**src/design/mslfc_pkg.sv**
```systemverilog
// Shared types, constants and helper functions for the mood slew limiter
// and face classifier. No dependencies; imported by every module of the block.
package mslfc_pkg;

	// Time arithmetic wraps at 2^TIME_BITS
	localparam int TIME_BITS = 32;
	localparam int NOW_W     = 32;
	localparam int PROD_W    = 32;

	// Stream and config port widths
	localparam int S_DATA_W  = 72;
	localparam int M_DATA_W  = 48;
	localparam int CFG_IDX_W = 3;
	localparam int CFG_DAT_W = 32;

	// Register indexes on the config channel
	localparam logic [CFG_IDX_W-1:0] REG_BASE_VALENCE = 3'd0;
	localparam logic [CFG_IDX_W-1:0] REG_BASE_AROUSAL = 3'd1;
	localparam logic [CFG_IDX_W-1:0] REG_BASE_ENERGY  = 3'd2;
	localparam logic [CFG_IDX_W-1:0] REG_TIMEOUT_MS   = 3'd3;
	localparam logic [CFG_IDX_W-1:0] REG_SMOOTH_MS    = 3'd4;

	// Config reset values
	localparam logic [31:0] TIMEOUT_RST = 32'd3000;
	localparam logic [15:0] SMOOTH_RST  = 16'd400;

	// Mood range
	localparam logic signed [7:0] MOOD_MAX = 8'sd100;
	localparam logic signed [7:0] MOOD_MIN = -8'sd100;

	// Drift step dt/100: capped at the largest useful step, reciprocal below it
	localparam logic [31:0] DRIFT_DT_CAP = 32'd20000;
	localparam logic [7:0]  STEP_CAP     = 8'd200;
	localparam int          RECIP_SHIFT  = 19;
	localparam logic [27:0] RECIP_100    = 28'd5243;
	localparam logic [31:0] SLEW_SCALE   = 32'd100;

	// Slew step divider: quotient bits resolved one per cycle
	localparam int QUO_W = 8;

	// Blink period
	localparam logic signed [13:0] BLINK_BASE = 14'sd4200;
	localparam logic signed [13:0] BLINK_MIN  = 14'sd1800;

	// Face classes
	localparam logic [3:0] FACE_SLEEPING = 4'd0;
	localparam logic [3:0] FACE_SLEEPY   = 4'd1;
	localparam logic [3:0] FACE_EXCITED  = 4'd2;
	localparam logic [3:0] FACE_HAPPY    = 4'd3;
	localparam logic [3:0] FACE_PROUD    = 4'd4;
	localparam logic [3:0] FACE_SAD      = 4'd5;
	localparam logic [3:0] FACE_CONFUSED = 4'd6;
	localparam logic [3:0] FACE_BORED    = 4'd7;
	localparam logic [3:0] FACE_IDLE     = 4'd8;

	typedef logic signed [7:0] mood_t;
	typedef logic [TIME_BITS-1:0] time_t;

	// Commands from the controller to the datapath
	typedef struct packed {
		logic capture;
		logic eval;
		logic set_apply;
		logic start;
		logic mul;
		logic advance;
		logic pre;
		logic div_step;
		logic slew;
		logic load_out;
	} mslfc_cmd_t;

	// Status from the datapath to the controller
	typedef struct packed {
		logic mode;
		logic started;
		logic dt_zero;
		logic out_free;
	} mslfc_sts_t;

	// Saturate to the mood range
	function automatic mood_t sat100(input mood_t v);
		mood_t r;
		if (v < MOOD_MIN) begin
			r = MOOD_MIN;
		end else if (v > MOOD_MAX) begin
			r = MOOD_MAX;
		end else begin
			r = v;
		end
		return r;
	endfunction

	// Move cur toward tgt by at most step, no overshoot
	function automatic mood_t move_toward(input mood_t cur, input mood_t tgt,
			input logic [7:0] step);
		logic signed [9:0] d;
		logic signed [9:0] s;
		logic signed [9:0] c;
		logic signed [9:0] sum;
		mood_t r;
		c = {{2{cur[7]}}, cur};
		d = {{2{tgt[7]}}, tgt} - c;
		s = {2'b00, step};
		if (d > s) begin
			sum = c + s;
			r = sum[7:0];
		end else if (d < -s) begin
			sum = c - s;
			r = sum[7:0];
		end else begin
			r = tgt;
		end
		return r;
	endfunction

endpackage

```
**src/design/mslfc_ctrl.sv**
```systemverilog
// Sequencer for the mood slew limiter: walks each item through evaluate and, for a
// tick that moves time, multiply, divide and slew steps. Depends on mslfc_pkg.
module mslfc_ctrl import mslfc_pkg::*; (
	input  logic       clk,
	input  logic       arst_n,
	input  logic       s_tvalid,
	output logic       s_tready,
	input  mslfc_sts_t sts,
	output mslfc_cmd_t cmd
);

	localparam logic [2:0] ST_IDLE = 3'd0;
	localparam logic [2:0] ST_EVAL = 3'd1;
	localparam logic [2:0] ST_MUL  = 3'd2;
	localparam logic [2:0] ST_PRE  = 3'd3;
	localparam logic [2:0] ST_DIV  = 3'd4;
	localparam logic [2:0] ST_SLEW = 3'd5;
	localparam logic [2:0] ST_OUT  = 3'd6;

	logic [2:0] state_q;
	logic [2:0] state_nxt;
	logic [2:0] cnt_q;

	assign s_tready = (state_q == ST_IDLE);

	// Decode state into commands and next state
	always_comb begin
		cmd = '0;
		state_nxt = state_q;
		unique case (state_q)
			ST_IDLE: begin
				if (s_tvalid) begin
					cmd.capture = 1'b1;
					state_nxt = ST_EVAL;
				end
			end
			ST_EVAL: begin
				cmd.eval = 1'b1;
				if (sts.mode) begin
					cmd.set_apply = 1'b1;
					state_nxt = ST_OUT;
				end else if (!sts.started) begin
					cmd.start = 1'b1;
					state_nxt = ST_OUT;
				end else begin
					state_nxt = ST_MUL;
				end
			end
			ST_MUL: begin
				cmd.mul = 1'b1;
				if (sts.dt_zero) begin
					state_nxt = ST_OUT;
				end else begin
					cmd.advance = 1'b1;
					state_nxt = ST_PRE;
				end
			end
			ST_PRE: begin
				cmd.pre = 1'b1;
				state_nxt = ST_DIV;
			end
			ST_DIV: begin
				cmd.div_step = 1'b1;
				if (cnt_q == '0) begin
					state_nxt = ST_SLEW;
				end
			end
			ST_SLEW: begin
				cmd.slew = 1'b1;
				state_nxt = ST_OUT;
			end
			ST_OUT: begin
				if (sts.out_free) begin
					cmd.load_out = 1'b1;
					state_nxt = ST_IDLE;
				end
			end
			default: begin
				state_nxt = ST_IDLE;
			end
		endcase
	end

	// Advance state; count divider iterations
	always_ff @(posedge clk or negedge arst_n) begin
		if (!arst_n) begin
			state_q <= ST_IDLE;
			cnt_q <= '0;
		end else begin
			state_q <= state_nxt;
			if (cmd.pre) begin
				cnt_q <= 3'(QUO_W - 1);
			end else if (cmd.div_step) begin
				cnt_q <= cnt_q - 3'd1;
			end
		end
	end

endmodule

```
**src/design/mslfc_dpath.sv**
```systemverilog
// Datapath for the mood slew limiter: config registers, mood state, time
// arithmetic, step divider, face ladder and output register. Depends on mslfc_pkg.
module mslfc_dpath import mslfc_pkg::*; (
	input  logic                 clk,
	input  logic                 arst_n,
	input  logic [S_DATA_W-1:0]  s_tdata,
	input  logic [0:0]           s_tuser,
	input  logic                 cfg_we,
	input  logic [CFG_IDX_W-1:0] cfg_index,
	input  logic [CFG_DAT_W-1:0] cfg_data,
	input  mslfc_cmd_t           cmd,
	output mslfc_sts_t           sts,
	output logic                 m_tvalid,
	input  logic                 m_tready,
	output logic [M_DATA_W-1:0]  m_tdata
);

	// Config registers
	mood_t       base_v_q, base_a_q, base_e_q;
	logic [31:0] timeout_q;
	logic [15:0] smooth_q;

	// Mood state
	mood_t cur_v_q, cur_a_q, cur_e_q;
	mood_t tgt_v_q, tgt_a_q, tgt_e_q;
	time_t last_tick_q, last_upd_q;

	// Captured item
	logic        mode_q;
	time_t       now_q;
	mood_t       new_v_q, new_a_q, new_e_q;
	logic [15:0] idle_q;

	// Tick arithmetic
	time_t             dt_q;
	logic              drift_q;
	logic [PROD_W-1:0] prod_q;
	logic [7:0]        ndt_q;
	logic              div_sat_q;
	logic [23:0]       rem_q;
	logic [22:0]       ds_q;
	logic [QUO_W-1:0]  quo_q;

	// Output register
	logic                m_tvalid_q;
	logic [M_DATA_W-1:0] m_tdata_q;

	time_t       elapsed;
	logic [31:0] dt32;
	logic [27:0] recip;
	logic [15:0] divisor;
	logic [7:0]  slew_step;
	logic [3:0]  face;
	logic [12:0] blink;
	logic signed [13:0] e14;
	logic signed [13:0] period;

	assign elapsed = now_q - last_upd_q;
	assign dt32    = 32'(dt_q);
	assign recip   = 28'(dt_q[14:0]) * RECIP_100;
	assign divisor = (smooth_q == 16'd0) ? 16'd1 : smooth_q;

	// Step of the slew: quotient floored at one, saturated above the range
	always_comb begin
		if (div_sat_q) begin
			slew_step = 8'hFF;
		end else if (quo_q == '0) begin
			slew_step = 8'd1;
		end else begin
			slew_step = quo_q;
		end
	end

	// Face ladder on the current values
	always_comb begin
		if (idle_q > 16'd120) begin
			face = FACE_SLEEPING;
		end else if (idle_q > 16'd45 && cur_e_q < 8'sd12) begin
			face = FACE_SLEEPY;
		end else if (cur_e_q > 8'sd65 && cur_v_q > 8'sd25) begin
			face = FACE_EXCITED;
		end else if (cur_v_q > 8'sd55 && cur_a_q > 8'sd15) begin
			face = FACE_HAPPY;
		end else if (cur_v_q > 8'sd45) begin
			face = FACE_PROUD;
		end else if (cur_v_q < -8'sd45) begin
			face = FACE_SAD;
		end else if (cur_v_q < -8'sd15) begin
			face = FACE_CONFUSED;
		end else if (cur_e_q < 8'sd10 && cur_a_q < -8'sd30) begin
			face = FACE_BORED;
		end else begin
			face = FACE_IDLE;
		end
	end

	// Blink period: base minus 24 times energy, floored
	always_comb begin
		e14 = {{6{cur_e_q[7]}}, cur_e_q};
		period = BLINK_BASE - ((e14 <<< 4) + (e14 <<< 3));
		if (period < BLINK_MIN) begin
			period = BLINK_MIN;
		end
		blink = period[12:0];
	end

	assign sts.mode     = mode_q;
	assign sts.started  = (last_tick_q != '0);
	assign sts.dt_zero  = (dt_q == '0);
	assign sts.out_free = !m_tvalid_q || m_tready;

	assign m_tvalid = m_tvalid_q;
	assign m_tdata  = m_tdata_q;

	// Config registers and mood state
	always_ff @(posedge clk or negedge arst_n) begin
		if (!arst_n) begin
			base_v_q <= '0;
			base_a_q <= '0;
			base_e_q <= '0;
			timeout_q <= TIMEOUT_RST;
			smooth_q <= SMOOTH_RST;
			cur_v_q <= '0;
			cur_a_q <= '0;
			cur_e_q <= '0;
			tgt_v_q <= '0;
			tgt_a_q <= '0;
			tgt_e_q <= '0;
			last_tick_q <= '0;
			last_upd_q <= '0;
		end else begin
			if (cfg_we) begin
				case (cfg_index)
					REG_BASE_VALENCE: base_v_q <= cfg_data[7:0];
					REG_BASE_AROUSAL: base_a_q <= cfg_data[7:0];
					REG_BASE_ENERGY:  base_e_q <= cfg_data[7:0];
					REG_TIMEOUT_MS:   timeout_q <= cfg_data;
					REG_SMOOTH_MS:    smooth_q <= cfg_data[15:0];
					default: ;
				endcase
			end
			// New targets; the update is stamped with the last tick
			if (cmd.set_apply) begin
				tgt_v_q <= sat100(new_v_q);
				tgt_a_q <= sat100(new_a_q);
				tgt_e_q <= sat100(new_e_q);
				last_upd_q <= last_tick_q;
			end
			// First tick only records the time
			if (cmd.start) begin
				last_tick_q <= now_q;
				last_upd_q <= now_q;
			end
			if (cmd.advance) begin
				last_tick_q <= now_q;
			end
			// Drift targets toward the baselines after the timeout
			if (cmd.pre && drift_q) begin
				tgt_v_q <= move_toward(tgt_v_q, sat100(base_v_q), ndt_q);
				tgt_a_q <= move_toward(tgt_a_q, sat100(base_a_q), ndt_q);
				tgt_e_q <= move_toward(tgt_e_q, sat100(base_e_q), ndt_q);
			end
			// Slew currents toward targets
			if (cmd.slew) begin
				cur_v_q <= move_toward(cur_v_q, tgt_v_q, slew_step);
				cur_a_q <= move_toward(cur_a_q, tgt_a_q, slew_step);
				cur_e_q <= move_toward(cur_e_q, tgt_e_q, slew_step);
			end
		end
	end

	// Item capture and tick arithmetic
	always_ff @(posedge clk) begin
		if (cmd.capture) begin
			mode_q <= s_tuser[0];
			now_q <= s_tdata[TIME_BITS-1:0];
			new_v_q <= s_tdata[39:32];
			new_a_q <= s_tdata[47:40];
			new_e_q <= s_tdata[55:48];
			idle_q <= s_tdata[71:56];
		end
		if (cmd.eval) begin
			dt_q <= now_q - last_tick_q;
			drift_q <= (32'(elapsed) > timeout_q);
		end
		if (cmd.mul) begin
			prod_q <= PROD_W'(dt32 * SLEW_SCALE);
			ndt_q <= (dt32 >= DRIFT_DT_CAP) ? STEP_CAP : recip[RECIP_SHIFT +: 8];
		end
		if (cmd.pre) begin
			div_sat_q <= (prod_q >= {8'b0, divisor, 8'b0});
			rem_q <= prod_q[23:0];
			ds_q <= {divisor, 7'b0};
			quo_q <= '0;
		end
		// One restoring division step per cycle
		if (cmd.div_step) begin
			if (rem_q >= {1'b0, ds_q}) begin
				rem_q <= rem_q - {1'b0, ds_q};
				quo_q <= {quo_q[QUO_W-2:0], 1'b1};
			end else begin
				quo_q <= {quo_q[QUO_W-2:0], 1'b0};
			end
			ds_q <= {1'b0, ds_q[22:1]};
		end
		if (cmd.load_out) begin
			m_tdata_q <= {7'b0, blink, face, cur_e_q, cur_a_q, cur_v_q};
		end
	end

	// Output valid: hold until the beat is taken
	always_ff @(posedge clk or negedge arst_n) begin
		if (!arst_n) begin
			m_tvalid_q <= 1'b0;
		end else if (cmd.load_out) begin
			m_tvalid_q <= 1'b1;
		end else if (m_tready) begin
			m_tvalid_q <= 1'b0;
		end
	end

endmodule

```
**src/design/mood_slew_limiter_face_classifier.sv**
```systemverilog
// Mood slew limiter with face classifier: one result beat for every input beat.
// A set beat goes from evaluate straight to the output state; a tick beat that moves
// time also passes through multiply, pre, the eight iterations of the slew step
// divider and the slew step. The first tick and a tick at the last tick time skip
// the divider as well. A new beat is taken only once the previous one has reached
// the output register, and is accepted while that result still waits there.
// Depends on mslfc_pkg, mslfc_ctrl and mslfc_dpath.
module mood_slew_limiter_face_classifier import mslfc_pkg::*; (
	input  logic                 clk,
	input  logic                 arst_n,
	// s_tdata: now_ms[31:0], new_valence[39:32], new_arousal[47:40],
	// new_energy[55:48], idle_sec[71:56]
	input  logic                 s_tvalid,
	output logic                 s_tready,
	input  logic [S_DATA_W-1:0]  s_tdata,
	// s_tuser: mode[0] (0 tick, 1 set targets)
	input  logic [0:0]           s_tuser,
	// m_tdata: cur_valence[7:0], cur_arousal[15:8], cur_energy[23:16],
	// face_class[27:24], blink_period_ms[40:28], zero fill[47:41]
	output logic                 m_tvalid,
	input  logic                 m_tready,
	output logic [M_DATA_W-1:0]  m_tdata,
	input  logic                 cfg_valid,
	output logic                 cfg_ready,
	input  logic [CFG_IDX_W-1:0] cfg_index,
	input  logic [CFG_DAT_W-1:0] cfg_data
);

	mslfc_cmd_t cmd;
	mslfc_sts_t sts;

	// Config writes are always accepted
	assign cfg_ready = 1'b1;

	mslfc_ctrl u_ctrl (
		.clk      (clk),
		.arst_n   (arst_n),
		.s_tvalid (s_tvalid),
		.s_tready (s_tready),
		.sts      (sts),
		.cmd      (cmd)
	);

	mslfc_dpath u_dpath (
		.clk       (clk),
		.arst_n    (arst_n),
		.s_tdata   (s_tdata),
		.s_tuser   (s_tuser),
		.cfg_we    (cfg_valid & cfg_ready),
		.cfg_index (cfg_index),
		.cfg_data  (cfg_data),
		.cmd       (cmd),
		.sts       (sts),
		.m_tvalid  (m_tvalid),
		.m_tready  (m_tready),
		.m_tdata   (m_tdata)
	);

endmodule

```
**config.mk**
```make
export PLATFORM = sky130hd
export DESIGN_NAME = mood_slew_limiter_face_classifier
export DESIGN_NICKNAME = d
export VERILOG_FILES = /design/src/design/mslfc_pkg.sv /design/src/design/mslfc_ctrl.sv /design/src/design/mslfc_dpath.sv /design/src/design/mood_slew_limiter_face_classifier.sv
export SDC_FILE = /design/constraint.sdc
export NUM_CORES = 2
export LEC_CHECK = 0
export BUFFER_PORTS_ARGS = -buffer_cell sky130_fd_sc_hd__buf_2
export CAP_MARGIN = 20
export CORE_MARGIN = 10
export CORE_UTILIZATION = 30
export CTS_CLUSTER_SIZE = 8
export DETAILED_ROUTE_END_ITERATION = 16
export HOLD_SLACK_MARGIN = 0.06
export PLACE_DENSITY = 0.54
export SLEW_MARGIN = 20
export SYNTH_ARGS = -nofsm -noshare
export SYNTH_HDL_FRONTEND = slang
export SYNTH_SLANG_ARGS = --single-unit
```
**constraint.sdc**
```tcl
create_clock -name clk -period 11 [get_ports clk]
set_input_delay 1.1 -clock clk [delete_from_list [all_inputs] [get_ports clk]]
set_output_delay 1.1 -clock clk [all_outputs]
set_load 0.02 [all_outputs]
```
; Word-level counts from Yosys, hierarchy flattened
; Index checks and enable logic that the tools add are counted.
[word_totals]
output_inout_bits = 51
regBits = 432
in_bits = 113
[classes]
n_lt_le_gt_ge = 41
n_mux = 79
add_sub_neg = 26
eq_ne = 13
mul = 2
n_reduce_logical = 28
[ops]
columns = op, count
row1 = 2-to-1 mux 8 bit, 37
row2 = 2-to-1 mux 32 bit, 4
row3 = 2-to-1 mux 24 bit, 3
row4 = subtractor 32 bit, 2
row5 = > comparator 10 x 9 -> 1 bit, 6
row6 = < comparator 10 bit, 6
row7 = > comparator 8 bit (second input constant), 7
row8 = subtractor 8 x 8 -> 9 bit, 6
row9 = adder 8 bit, 6
row10 = < comparator 8 bit (second input constant), 6
row11 = subtractor 8 bit, 6
row12 = 2-to-1 mux 22 bit, 2
row13 = 2-to-1 mux 3 bit, 12
row14 = greater-or-equal comparator 32 x 15 -> 1 bit (second input constant), 1
row15 = greater-or-equal comparator 32 x 24 -> 1 bit, 1
row16 = > comparator 32 bit, 1
row17 = logical NOT 32 bit, 1
row18 = multiplier 32 x 5 -> 30 bit (second input constant), 1
row19 = nonzero test 32 bit, 1
row20 = multiplier 15 x 13 -> 27 bit (second input constant), 1
row21 = greater-or-equal comparator 24 x 23 -> 1 bit, 1
row22 = < comparator 8 x 5 -> 1 bit (second input constant), 3
row23 = subtractor 24 x 23 -> 24 bit, 1
row24 = one-hot mux 3 bit (7 select lines), 1
row25 = 33 further kinds, 73

; Logic depth before layout (Yosys ltp)
[depth]
depth_word = 9
ltp_mapped = 25
ltp_nobuf = 23

; Cells and area by module
; Synthesis repeated with hierarchy kept, for this count alone.
[hier_totals]
cells_unflattened = 3907
area_unflattened_um2 = 37374.6
[modules_own_cells]
columns = module, area_each_um2, n_inst, cells_each
row1 = mslfc_dpath, 36946.7, 1, 3856
row2 = mslfc_ctrl, 416.6, 1, 49
row3 = mood_slew_limiter_face_classifier, 11.3, 1, 2

; Least setup slack after synthesis
; Ideal clock, no wire load.
[synth_timing]
kind = register to register
from = register u_dpath.dt_q[6] (netlist: u_dpath.dt32[6])
to = register u_dpath.ndt_q[1] (data pin)
period_less_slack_ps = 5064
t_arrival_ps = 4795
setup_time_ps = 269
required_ps = 10731
slack_ps = 5936
stages_incl_launch_ff = 20
cell_sequence = edfxtp_1 ha_1 inv_1 fa_1 fa_1 inv_1 ha_1 inv_1 fa_1 inv_1 ha_1 a21o_1 a21oi_2 o211ai_1 a31o_1 a311o_1 a311o_1 a21oi_1 xor2_1 nor2_1
[synth_between]
elab_chain_len = 1
word_cells_on_any_way = 2
cone_classes = mul (1) / order compare (1)
[synth_lines]
columns = element, line
row1 = start: declaration, mslfc_dpath.sv:35  ; time_t dt_q;
row2 = start signal: assignment, mslfc_dpath.sv:183  ; dt_q <= now_q - last_tick_q;
row3 = multiplier 15 x 13 -> 27 bit / greater-or-equal comparator 32 x 15 -> 1 bit (equally long branches), "mslfc_dpath.sv:60, mslfc_dpath.sv:188"
row4 = end signal: assignment, mslfc_dpath.sv:188  ; ndt_q <= (dt32 >= DRIFT_DT_CAP) ? STEP_CAP : recip[RECIP_SHIFT +: 8];
row5 = end: declaration, mslfc_dpath.sv:38  ; logic [7:0] ndt_q;
; Parallel ways exist; a longest one is shown, timed or not.
; A chain may end at the register's enable or synchronous reset.

; Worst setup path in the final report
[layout_timing]
from = register u_dpath.dt_q[4] (netlist: u_dpath.dt32[4])
to = register u_dpath.ndt_q[1] (data pin)
; The elaborated chain is that of the path after synthesis.

==> results.json <==
{
  "outcome": "completed",
  "netlist_area_mm2": 0.03745,
  "syn2layout_area_growth_pct": 12.69,
  "criticalPathCategory": "register to register",
  "drive_above_1_share": 0.1009,
  "routed_wl_mm": 108.9,
  "finalCritPeriodShare": 0.4963,
  "relSlewSlack": 0.2357,
  "synth.most_common_cell": "ha_1",
  "synth-simple-area-share": 0.1164,
  "setup_viol": 0,
  "ys_seq_area_frac": 0.3121,
  "crit_path_end_kind": "register",
  "drcViolationCount": 0,
  "antenna_found_initial": 16,
  "cpPeakStageDelay_ps": 550,
  "synth_area_leaders": "ha_1 20%, edfxtp_1 17%, dfrtp_1 12%, fa_1 6.1%, inv_1 5.3%",
  "synthMuxAreaShare": 0.03625,
  "gr-total-overflow": 0,
  "async_reset_ff_frac": 0.4452,
  "synth_seq_cells": 429,
  "grt_pass1_wl_mm": 169.8,
  "final.setup.tns_ps": 0,
  "rows": 129,
  "cts.clk_slew.worst_paths_ps": 70,
  "grt_pass1_vias": 28932,
  "slowest_stage": "edfxtp_1",
  "synth_flop_cell": "edfxtp_1",
  "globalplace.congestion": 0.8782,
  "cts.sinks": 429,
  "rsz0062_at_grt": "false",
  "cts-resized-gates": 0,
  "die_area_mm2": 0.1394,
  "post_drt_wl_per_cell_um": 18.82,
  "h-tree-depth": 3,
  "die_height_um": 373.3,
  "syn-instance-count": 3931,
  "multi_input_area_mm2": 0.02343,
  "tightest_slew_ps": 1138,
  "grt.total_usage": 0.1537,
  "cts_setup_buffers": 0,
  "synth_edf_count": 213,
  "synth_top_area_share": 0.1958,
  "yosys.area_share.xor_xnor": 0.04046,
  "critPathTopFamily": "adder cells",
  "hpwl_mm": 84.81,
  "portBuffers": 152,
  "die_x_um": 373.3,
  "min-delay-path-class": "register to register",
  "cap_violations": 0,
  "vias_per_cell": 5.006,
  "cp_num_buf_inv": 6,
  "drtIter0Drc": 1951,
  "hold_buffers": 0,
  "start_kind": "register",
  "clock.fmax_mhz": 183.2,
  "ant_nets": 0,
  "regArea_mm2": 0.01169,
  "yosysWarnings": 0,
  "n_fill_cell": 12673,
  "cp_cell_sequence": "inv_1 -> fa_1 -> inv_1 -> ha_1 -> inv_1 -> fa_1 -> inv_1 -> ha_1 -> inv_1 -> fa_1 -> inv_1 -> ha_1 -> a21o_1 -> a21oi_2 -> o211ai_1 -> a31o_1 -> a311o_1 -> a311o_1 -> a21oi_1 -> xor2_1 -> nor2_1",
  "synth_top_family_by_area": "adder cells",
  "root_buffer": "clkbuf_16",
  "arrival_ps": 5840,
  "yosys.area_share.adder": 0.2567,
  "hold_viol_final": 0,
  "vias": 28961,
  "cts_tree": "done",
  "clock_path_buffers": 3,
  "finalNetCount": 4906,
  "core_mm2": 0.1238,
  "finClkSkew_ps": 20.36,
  "synth_common_cells": "586 x ha_1, 530 x inv_1, 263 x nor2_1",
  "timing.final.crit_period_ps": 5460,
  "cts_buffers": 66,
  "crit_top_cell": "inv_1",
  "insertion_delay_ps": 640,
  "synth_compound_area_frac": 0.1727,
  "yosys.cell_types.count": 101,
  "finalMaxSlewViolations": 0,
  "avgSynthCellArea_um2": 9.527,
  "grt_max_degree": 125,
  "start_util": 0.3025,
  "cp_max_fo": 8,
  "worstPathRequired_ps": 11380,
  "pin_count": 164,
  "yosysTopAreaCell": "ha_1",
  "drt_pre_antenna_iters": 5
}
## path summary, 6_finish.rpt
check	from	cells after the start	to	slack, ps
hold reg to reg	u_dpath.rem_q[0]$_DFF_P_	2	u_dpath.rem_q[0]$_DFF_P_	470
hold / removal	u_dpath.rem_q[0]$_DFF_P_	2	u_dpath.rem_q[0]$_DFF_P_	470
max in group asynchronous	arst_n	2	u_dpath.timeout_q[26]$_DFFE_PN0P_	9270
setup / recovery	u_dpath.dt32[4]$_DFFE_PN_	21	u_dpath.ndt_q[1]$_SDFFCE_PP0P_	5540
setup reg to reg	u_dpath.dt32[4]$_DFFE_PN_	21	u_dpath.ndt_q[1]$_SDFFCE_PP0P_	5540
min in group asynchronous	arst_n	1	u_dpath.cur_a_q[6]$_DFFE_PN0P_	480
## area by class of cell
type / instances / share of cell area
Sequential cell: 429 / 0.2770
Clock buffer: 116 / 0.04803
Timing Repair Buffer: 179 / 0.02333
Antenna cell: 4 / 0.0002372
Clock inverter: 3 / 0.0004151
Multi-Input combinational cell: 2885 / 0.5552
Tap cell: 1637 / 0.04853
Inverter: 532 / 0.04732
## metal layers
layer,vias to the layer above,share of wire,GRT usage
li1,14239,-,-
met1,13938,0.46,0.2064
met2,632,0.46,0.2500
met3,138,0.059,0.02864
met4,14,0.025,0.04447
met5,-,0.00074,0
## worst min-delay path, cell delays in order, from the launching register on
cell and delay (ps):
dfxtp_1 310, nand2_1 50, mux2i_1 50
## flip-flops by register name, summed over array words and instances (netlist names), 23 cells and up
register	count
u_dpath.prod_q	30
u_dpath.ds_q	23
u_dpath.timeout_q	32
u_dpath.last_tick_q	32
u_dpath.last_upd_q	32
u_dpath.m_tdata	38
u_dpath.dt32	32
u_dpath.rem_q	24
u_dpath.now_q	32
## cells by family after synthesis
group | count (synthesis)
AOI/OAI and AO/OA | 981
xor gates and xnor gates | 173
adders and majority gates | 700
buffers and inverters | 629
DFF | 429
muxes | 124
other | 2
and+or+nand+nor | 893
## cell usage in the layout, fill, tap and decap left out, drive strengths merged, types with 61 or more instances in the layout
cell type / instances
ha: 586
inv: 531
nor2: 263
a21oi: 255
edfxtp: 213
nand2: 198
o21ai: 190
dfrtp: 181
buf: 178
a21o: 117
clkbuf: 117
xnor2: 116
fa: 114
mux2: 93
nor3: 67
o21a: 61
nand3: 61
## stage by stage
stage	hold slack, ps	instance area, um2	setup WS [ps]	util	std cells
floorplan	423.1	37500	5936	-	3943
global placement	444.1	40140	5506	0.3243	5662
detailed placement	455.4	40140	5510	0.3243	5662
CTS	470.2	42190	5508	0.3408	5781
global route	492.7	42200	5171	0.3409	5783
finish	468.3	42200	5540	0.3409	5785
Power is left out: the tool's default activity adds up to more than one toggle a clock period on the data nets, which glitch-free logic cannot reach.
